===== src/rtl/psa_pkg.sv =====
// Types and constants shared by the id/slot allocator modules.
package psa_pkg;

    localparam int ID_W     = 8;
    localparam int SLOT_W   = 5;
    localparam int CFG_W    = 32;
    localparam int STATUS_W = 3;

    typedef enum logic [STATUS_W-1:0] {
        ST_ALLOCATED = 3'd0,
        ST_RELEASED  = 3'd1,
        ST_NO_TABLE  = 3'd2,
        ST_EXHAUSTED = 3'd3,
        ST_NEW_SLOT  = 3'd4
    } psa_status_t;

    typedef enum logic [2:0] {
        S_IDLE,
        S_DECODE,
        S_BUILD,
        S_SCAN,
        S_CLEAR,
        S_RELEASE
    } psa_state_t;

    typedef struct packed {
        logic              mode;
        logic [ID_W-1:0]   id_number;
        logic [SLOT_W-1:0] slot;
    } psa_item_t;

    typedef struct packed {
        psa_status_t       status;
        logic [ID_W-1:0]   id_number_out;
        logic [SLOT_W-1:0] slot_out;
    } psa_result_t;

    // Commands from the controller to the datapath
    typedef struct packed {
        logic        accept;
        logic        build_init;
        logic        build_step;
        logic        build_done;
        logic        scan_init;
        logic        scan_read;
        logic        take;
        logic        clear_init;
        logic        clear_step;
        logic        rel_read;
        logic        rel_write;
        logic        emit;
        psa_status_t emit_status;
    } psa_cmd_t;

    // Status from the datapath to the controller
    typedef struct packed {
        logic is_release;
        logic built;
        logic rel_ok;
        logic cnt_zero;
        logic cnt_done;
        logic word_free;
        logic fresh_none;
        logic all_active;
    } psa_stat_t;

endpackage


===== src/rtl/psa_controller.sv =====
// Controller: sequences build, scan, clear and release over the datapath.
module psa_controller
    import psa_pkg::*;
(
    input  logic      clk,
    input  logic      rst_n,
    input  logic      start,
    input  psa_stat_t stat,
    output logic      busy,
    output psa_cmd_t  cmd
);

    psa_state_t state_reg;
    psa_state_t state_next;
    logic       retried_reg;
    logic       retried_next;

    always_ff @(posedge clk or negedge rst_n)
    begin
        if (!rst_n)
        begin
            state_reg   <= S_IDLE;
            retried_reg <= 1'b0;
        end
        else
        begin
            state_reg   <= state_next;
            retried_reg <= retried_next;
        end
    end

    always_comb
    begin
        state_next   = state_reg;
        retried_next = retried_reg;
        cmd          = '0;
        cmd.emit_status = ST_ALLOCATED;
        busy         = 1'b1;
        case (state_reg)
            S_IDLE:
            begin
                busy = 1'b0;
                if (start)
                begin
                    cmd.accept = 1'b1;
                    state_next = S_DECODE;
                end
            end
            S_DECODE:
            begin
                if (stat.is_release)
                begin
                    if (!stat.built)
                    begin
                        cmd.emit        = 1'b1;
                        cmd.emit_status = ST_NO_TABLE;
                        state_next      = S_IDLE;
                    end
                    else if (stat.rel_ok)
                    begin
                        cmd.rel_read = 1'b1;
                        state_next   = S_RELEASE;
                    end
                    else
                    begin
                        cmd.emit        = 1'b1;
                        cmd.emit_status = ST_RELEASED;
                        state_next      = S_IDLE;
                    end
                end
                else
                begin
                    retried_next = 1'b0;
                    if (!stat.built)
                    begin
                        cmd.build_init = 1'b1;
                        state_next     = S_BUILD;
                    end
                    else
                    begin
                        cmd.scan_init = 1'b1;
                        state_next    = S_SCAN;
                    end
                end
            end
            S_BUILD:
            begin
                if (!stat.cnt_done)
                begin
                    cmd.build_step = 1'b1;
                end
                else
                begin
                    cmd.build_done = 1'b1;
                    cmd.scan_init  = 1'b1;
                    state_next     = S_SCAN;
                end
            end
            S_SCAN:
            begin
                // The word read last cycle is checked while the next is fetched
                if (!stat.cnt_zero && stat.word_free)
                begin
                    cmd.take        = 1'b1;
                    cmd.emit        = 1'b1;
                    cmd.emit_status = ST_ALLOCATED;
                    state_next      = S_IDLE;
                end
                else if (!stat.cnt_done)
                begin
                    cmd.scan_read = 1'b1;
                end
                else if (retried_reg)
                begin
                    cmd.emit        = 1'b1;
                    cmd.emit_status = ST_NEW_SLOT;
                    state_next      = S_IDLE;
                end
                else if (stat.fresh_none)
                begin
                    cmd.emit        = 1'b1;
                    cmd.emit_status = stat.all_active ? ST_EXHAUSTED : ST_NEW_SLOT;
                    state_next      = S_IDLE;
                end
                else
                begin
                    cmd.clear_init = 1'b1;
                    state_next     = S_CLEAR;
                end
            end
            S_CLEAR:
            begin
                cmd.clear_step = 1'b1;
                if (stat.cnt_done)
                begin
                    cmd.scan_init = 1'b1;
                    retried_next  = 1'b1;
                    state_next    = S_SCAN;
                end
            end
            S_RELEASE:
            begin
                cmd.rel_write   = 1'b1;
                cmd.emit        = 1'b1;
                cmd.emit_status = ST_RELEASED;
                state_next      = S_IDLE;
            end
            default:
            begin
                state_next = S_IDLE;
            end
        endcase
    end

endmodule


===== config.mk =====
export PLATFORM = sky130hd
export DESIGN_NAME = psa_controller
export DESIGN_NICKNAME = d
export VERILOG_FILES = /design/src/rtl/psa_pkg.sv /design/src/rtl/psa_controller.sv
export SDC_FILE = /design/constraint.sdc
export NUM_CORES = 1
export LEC_CHECK = 0
export BUFFER_PORTS_ARGS = -buffer_cell sky130_fd_sc_hd__buf_2
export CAP_MARGIN = 20
export CORE_MARGIN = 2
export CORE_UTILIZATION = 35
export CTS_CLUSTER_DIAMETER = 150
export DETAILED_ROUTE_END_ITERATION = 8
export PLACE_DENSITY = 0.64
export SLEW_MARGIN = 25
export SYNTH_ARGS = -nofsm -noshare
export SYNTH_HDL_FRONTEND = slang
export SYNTH_SLANG_ARGS = --single-unit

===== constraint.sdc =====
create_clock -name clk -period 1.12 [get_ports clk]
set_input_delay 0.112 -clock clk [delete_from_list [all_inputs] [get_ports clk]]
set_output_delay 0.112 -clock clk [all_outputs]
set_load 0.05 [all_outputs]

==> flow_metrics.env, run 1 <==
export IMPL_hpwl_mm=1.277
export IMPL_die_h_um=42.38
export IMPL_place_gp_congestion=0.7602
export IMPL_cts_made_buffers=3
export IMPL_status="did not finish"
export IMPL_ctsRootBufferMaster="clkbuf_4"
export IMPL_ios=27
export IMPL_portBuffers=26
export IMPL_grt_max_degree=16
export IMPL_ys_async_sr_fraction=1.000
export IMPL_error="[ERROR DPL-0033] detailed placement checks failed during check placement."
export IMPL_cts_sinks=4
export IMPL_worst_endpoint="cmd[0]"
export IMPL_synth_nets=77
export IMPL_synth_cell_types=34
export IMPL_failed_stage="5_1_grt"
export IMPL_ys_flop_type="dfrtp_1"
export IMPL_yosys_register_bits=4
export IMPL_dp_cells=120
export IMPL_worst_ep_kind="primary output"
export IMPL_cts_htree_levels=1
export IMPL_start_util=0.3865
export IMPL_synth_edf_count=0
export IMPL_synth_avg_cell_area_um2=7.811
export IMPL_die_w_um=42.38
export IMPL_seq_area_frac_synth=0.1942
export IMPL_clockBufferDepth=2
export IMPL_ys_top_cells_by_area="dfrtp_1 19%, nor2b_1 4.9%, o31ai_1 4.4%"
export IMPL_antenna_found_initial=0
export IMPL_yosysTopAreaCellShare=0.1942
export IMPL_synthCells=66
export IMPL_rows=13
export IMPL_synth_area_um2=515.5
export IMPL_yosys_area_top_type="dfrtp_1"
export IMPL_yosysWarnings=0
-- metrics by stage --
step,setup WS (ps),instance area [um2]
after detailed placement,-305.3,920.9
after CTS,-447.7,1109
after floorplan,-315.5,674.4
after global placement,-271.7,920.9
-- synthesized netlist by cell type (2+ instances only) --
cell      count
a21boi_0      2
a21oi_1       4
and3_1        3
buf_2         4
dfrtp_1       4
inv_1         4
nand2_1       4
nand2b_1      2
nor2_1        5
nor2b_1       4
nor3_1        2
nor4_1        2
o21ai_0       2
o21bai_1      2
o31ai_1       3
-- cells by family after synthesis --
family          synth area share
flops                     0.1942
buf+inv                  0.08980
simple gates              0.3859
compound gates            0.3301
-- timing repair --
action,4_1_cts
hold buffers,1
setup endpoints to repair,20
setup buffers,3
hold endpoints to repair,4
gates resized for setup,42
pin swaps,3
gates cloned,0
==> run 2, diff against run 1 <==
Settings changed: CORE_AREA from default to 2 2 63 65, CORE_MARGIN 2 to default, CORE_UTILIZATION 35 to default, CTS_CLUSTER_DIAMETER 150 to default, DIE_AREA from default to 0 0 65 67, PLACE_DENSITY 0.64 to default, PLACE_DENSITY_LB_ADDON from default to 0.15.
Clock period 1.12 ns to 1.46 ns, I/O delays scaled along.
==> run 2 against run 1 <==
Against the previous run: synthesized cell count unchanged; the flow now finishes, with violations (negative setup slack); synthesized area unchanged.
==> flow_metrics.env, run 2 <==
export IMPL_via_count=658
export IMPL_seq_area_frac_synth=0.1942
export IMPL_cts_sinks=4
export IMPL_layout_min_cycle_time_ps=1565
export IMPL_die_w_um=65
export IMPL_rsz0062_at_grt="true"
export IMPL_place_ws_ps=-10.33
export IMPL_yosysWarnings=0
export IMPL_relSlewSlack=0.7868
export IMPL_die_h_um=67
export IMPL_leakage_uw=0.0004657
export IMPL_fmax_mhz=639.1
export IMPL_clock_skew_ps=1.372
export IMPL_synth_cell_types=34
export IMPL_rrSetupSlack_ps=150
export IMPL_largest_reg_flops=3
export IMPL_drv_slew=0
export IMPL_setup_viol=11
export IMPL_crit_path_max_fanout=6
export IMPL_drcViolationCount=0
export IMPL_cts_htree_levels=1
export IMPL_final_cell_area_um2=1119
export IMPL_ctsRootBufferMaster="clkbuf_8"
export IMPL_synth_avg_cell_area_um2=7.811
export IMPL_fill_cells=386
export IMPL_yosysMostFrequentCell="nor2_1"
export IMPL_clk_pin_slew_worst_paths_ps=30
export IMPL_hold_path_class="in2reg"
export IMPL_diodes=0
export IMPL_ys_flop_type="dfrtp_1"
export IMPL_hold_viol=0
export IMPL_clkLatencyLatePin_ps=220
export IMPL_synth_area_um2=515.5
export IMPL_worstMarginPinSlew_ps=319.1
export IMPL_place_gp_congestion=0.7276
export IMPL_fp_coreArea_um2=3606
export IMPL_hpwl_mm=1.474
export IMPL_antenna_found_initial=0
export IMPL_fin_crit_sh=1.072
export IMPL_nNetsFinal=121
export IMPL_crit_path_end_kind="primary output"
export IMPL_postRouteAntennaNets=0
export IMPL_portBuffers=26
export IMPL_mostFrequentLayoutCells="17 x buf_4, 13 x buf_6, 11 x buf_2"
export IMPL_status="complete, but fails checks"
export IMPL_peakVddDrop_mv=0.5855
export IMPL_ys_top_cells_by_area="dfrtp_1 19%, nor2b_1 4.9%, o31ai_1 4.4%"
export IMPL_grt_usage=0.09544
export IMPL_first_iter_violations=13
export IMPL_grt_pass1_vias=673
export IMPL_power_density_nw_per_um2=1850
export IMPL_violations="negative setup slack"
export IMPL_drive_gt1_frac=0.6852
export IMPL_worstPathRequired_ps=1310
export IMPL_synth_nets=77
export IMPL_drt_total_wl_mm=1.953
export IMPL_yosys_register_bits=4
export IMPL_path_class="reg2out"
export IMPL_area_growth_pct=117.0
export IMPL_dpl_cell_area_um2=865.8
export IMPL_cts_made_buffers=3
export IMPL_ios=27
export IMPL_clockBufferDepth=2
export IMPL_cp_data_arrival_time_ps=1420
export IMPL_first_pass_iters=4
export IMPL_grt_first_pass_wirelength_mm=3.132
export IMPL_synthCells=66
export IMPL_yosys_area_top_type="dfrtp_1"
export IMPL_startpoint_type="flip-flop"
export IMPL_vias_per_cell=4.218
export IMPL_setup_ws_ps=-104.6
export IMPL_ys_async_sr_fraction=1.000
export IMPL_cts_tree="yes"
export IMPL_grt_remaining_overflow=0
export IMPL_rows=22
export IMPL_start_util=0.1430
export IMPL_die_area_um2=4355
export IMPL_layout_commonest_cell="buf_4"
export IMPL_post_drt_wl_per_cell_um=12.52
export IMPL_drv_cap=0
export IMPL_yosysTopAreaCellShare=0.1942
export IMPL_grt_max_degree=11
export IMPL_synth_edf_count=0
-- run 2: cell counts after synthesis --
Identical to the previous run, type by type.
-- run 2: final timing paths --
kind	start	end	cells past startpoint
min in group asynchronous	rst_n	state_reg[1]$_DFFE_PN0P_	2
min	stat[1]	state_reg[2]$_DFFE_PN0P_	2
min reg2reg	state_reg[0]$_DFFE_PN0P_	retried_reg$_DFFE_PN0P_	2
max in group asynchronous	rst_n	state_reg[0]$_DFFE_PN0P_	2
max	state_reg[2]$_DFFE_PN0P_	cmd[2]	5
max reg2reg	state_reg[2]$_DFFE_PN0P_	state_reg[0]$_DFFE_PN0P_	4
-- run 2: area by class of cell --
class / instances / area (um2) / area share
clock buffer: 3 / 41.29 / 0.03691
inverter: 4 / 15.01 / 0.01342
multi-input combinational: 52 / 523.0 / 0.4676
sequential: 4 / 102.6 / 0.09172
tap: 48 / 60.06 / 0.05369
timing repair buffer: 45 / 376.6 / 0.3367
-- run 2: timing repair --
item                                    CTS  global route
buffers inserted                          3             3
hold endpoints to repair                  4             0
pin swaps                                 4             1
hold buffers                              1             0
resized for setup                        35            14
endpoints found under the setup margin   16            15
-- run 2: cells by family after synthesis --
group | count (synthesis) | synth area share
flops | 4 | 0.1942
simple gates | 30 | 0.3859
compound gates | 22 | 0.3301
buf+inv | 10 | 0.08980
-- run 2: worst max-delay path: stages (launching register included) --
cell and delay, ps:
dfrtp_2 450, nor2b_4 150, nand4_4 150, buf_4 190
nor2_4 110, buf_8 150
-- run 2: layer usage --
metal | up-vias | global-route usage | wire length [um]
li1 | 331 | - | -
met1 | 314 | 0.1069 | 796
met2 | 11 | 0.1804 | 1070
met3 | 2 | 0.03209 | 77
met4 | 0 | 0.007979 | 9
met5 | - | 0 | 0
-- run 2: power breakdown --
part | total [uW] | internal (uW) | switching, uW | leakage [uW]
Combinational | 1610 | 722 | 893 | 0.000399
Clock | 235 | 176 | 59.6 | 0.0000216
Sequential | 220 | 162 | 57.8 | 0.0000452
Total | 2070 | 1060 | 1010 | 0.000466
-- run 2: per-stage QoR --
step	cells	utilization	hold slack, ps	setup TNS [ps]	total power, uW
floorplan	66	-	-149.6	-610.8	1176
global placement	146	0.2401	-41.46	-31.21	1520
detailed placement	146	0.2401	-41.74	-19.80	1516
CTS	153	0.2922	208.7	-619.0	1993
global route	156	0.3102	218.4	-1429	2192
finish	156	0.3102	200.6	-737.2	2070
Note: power is estimated with default switching activity, not from simulation.
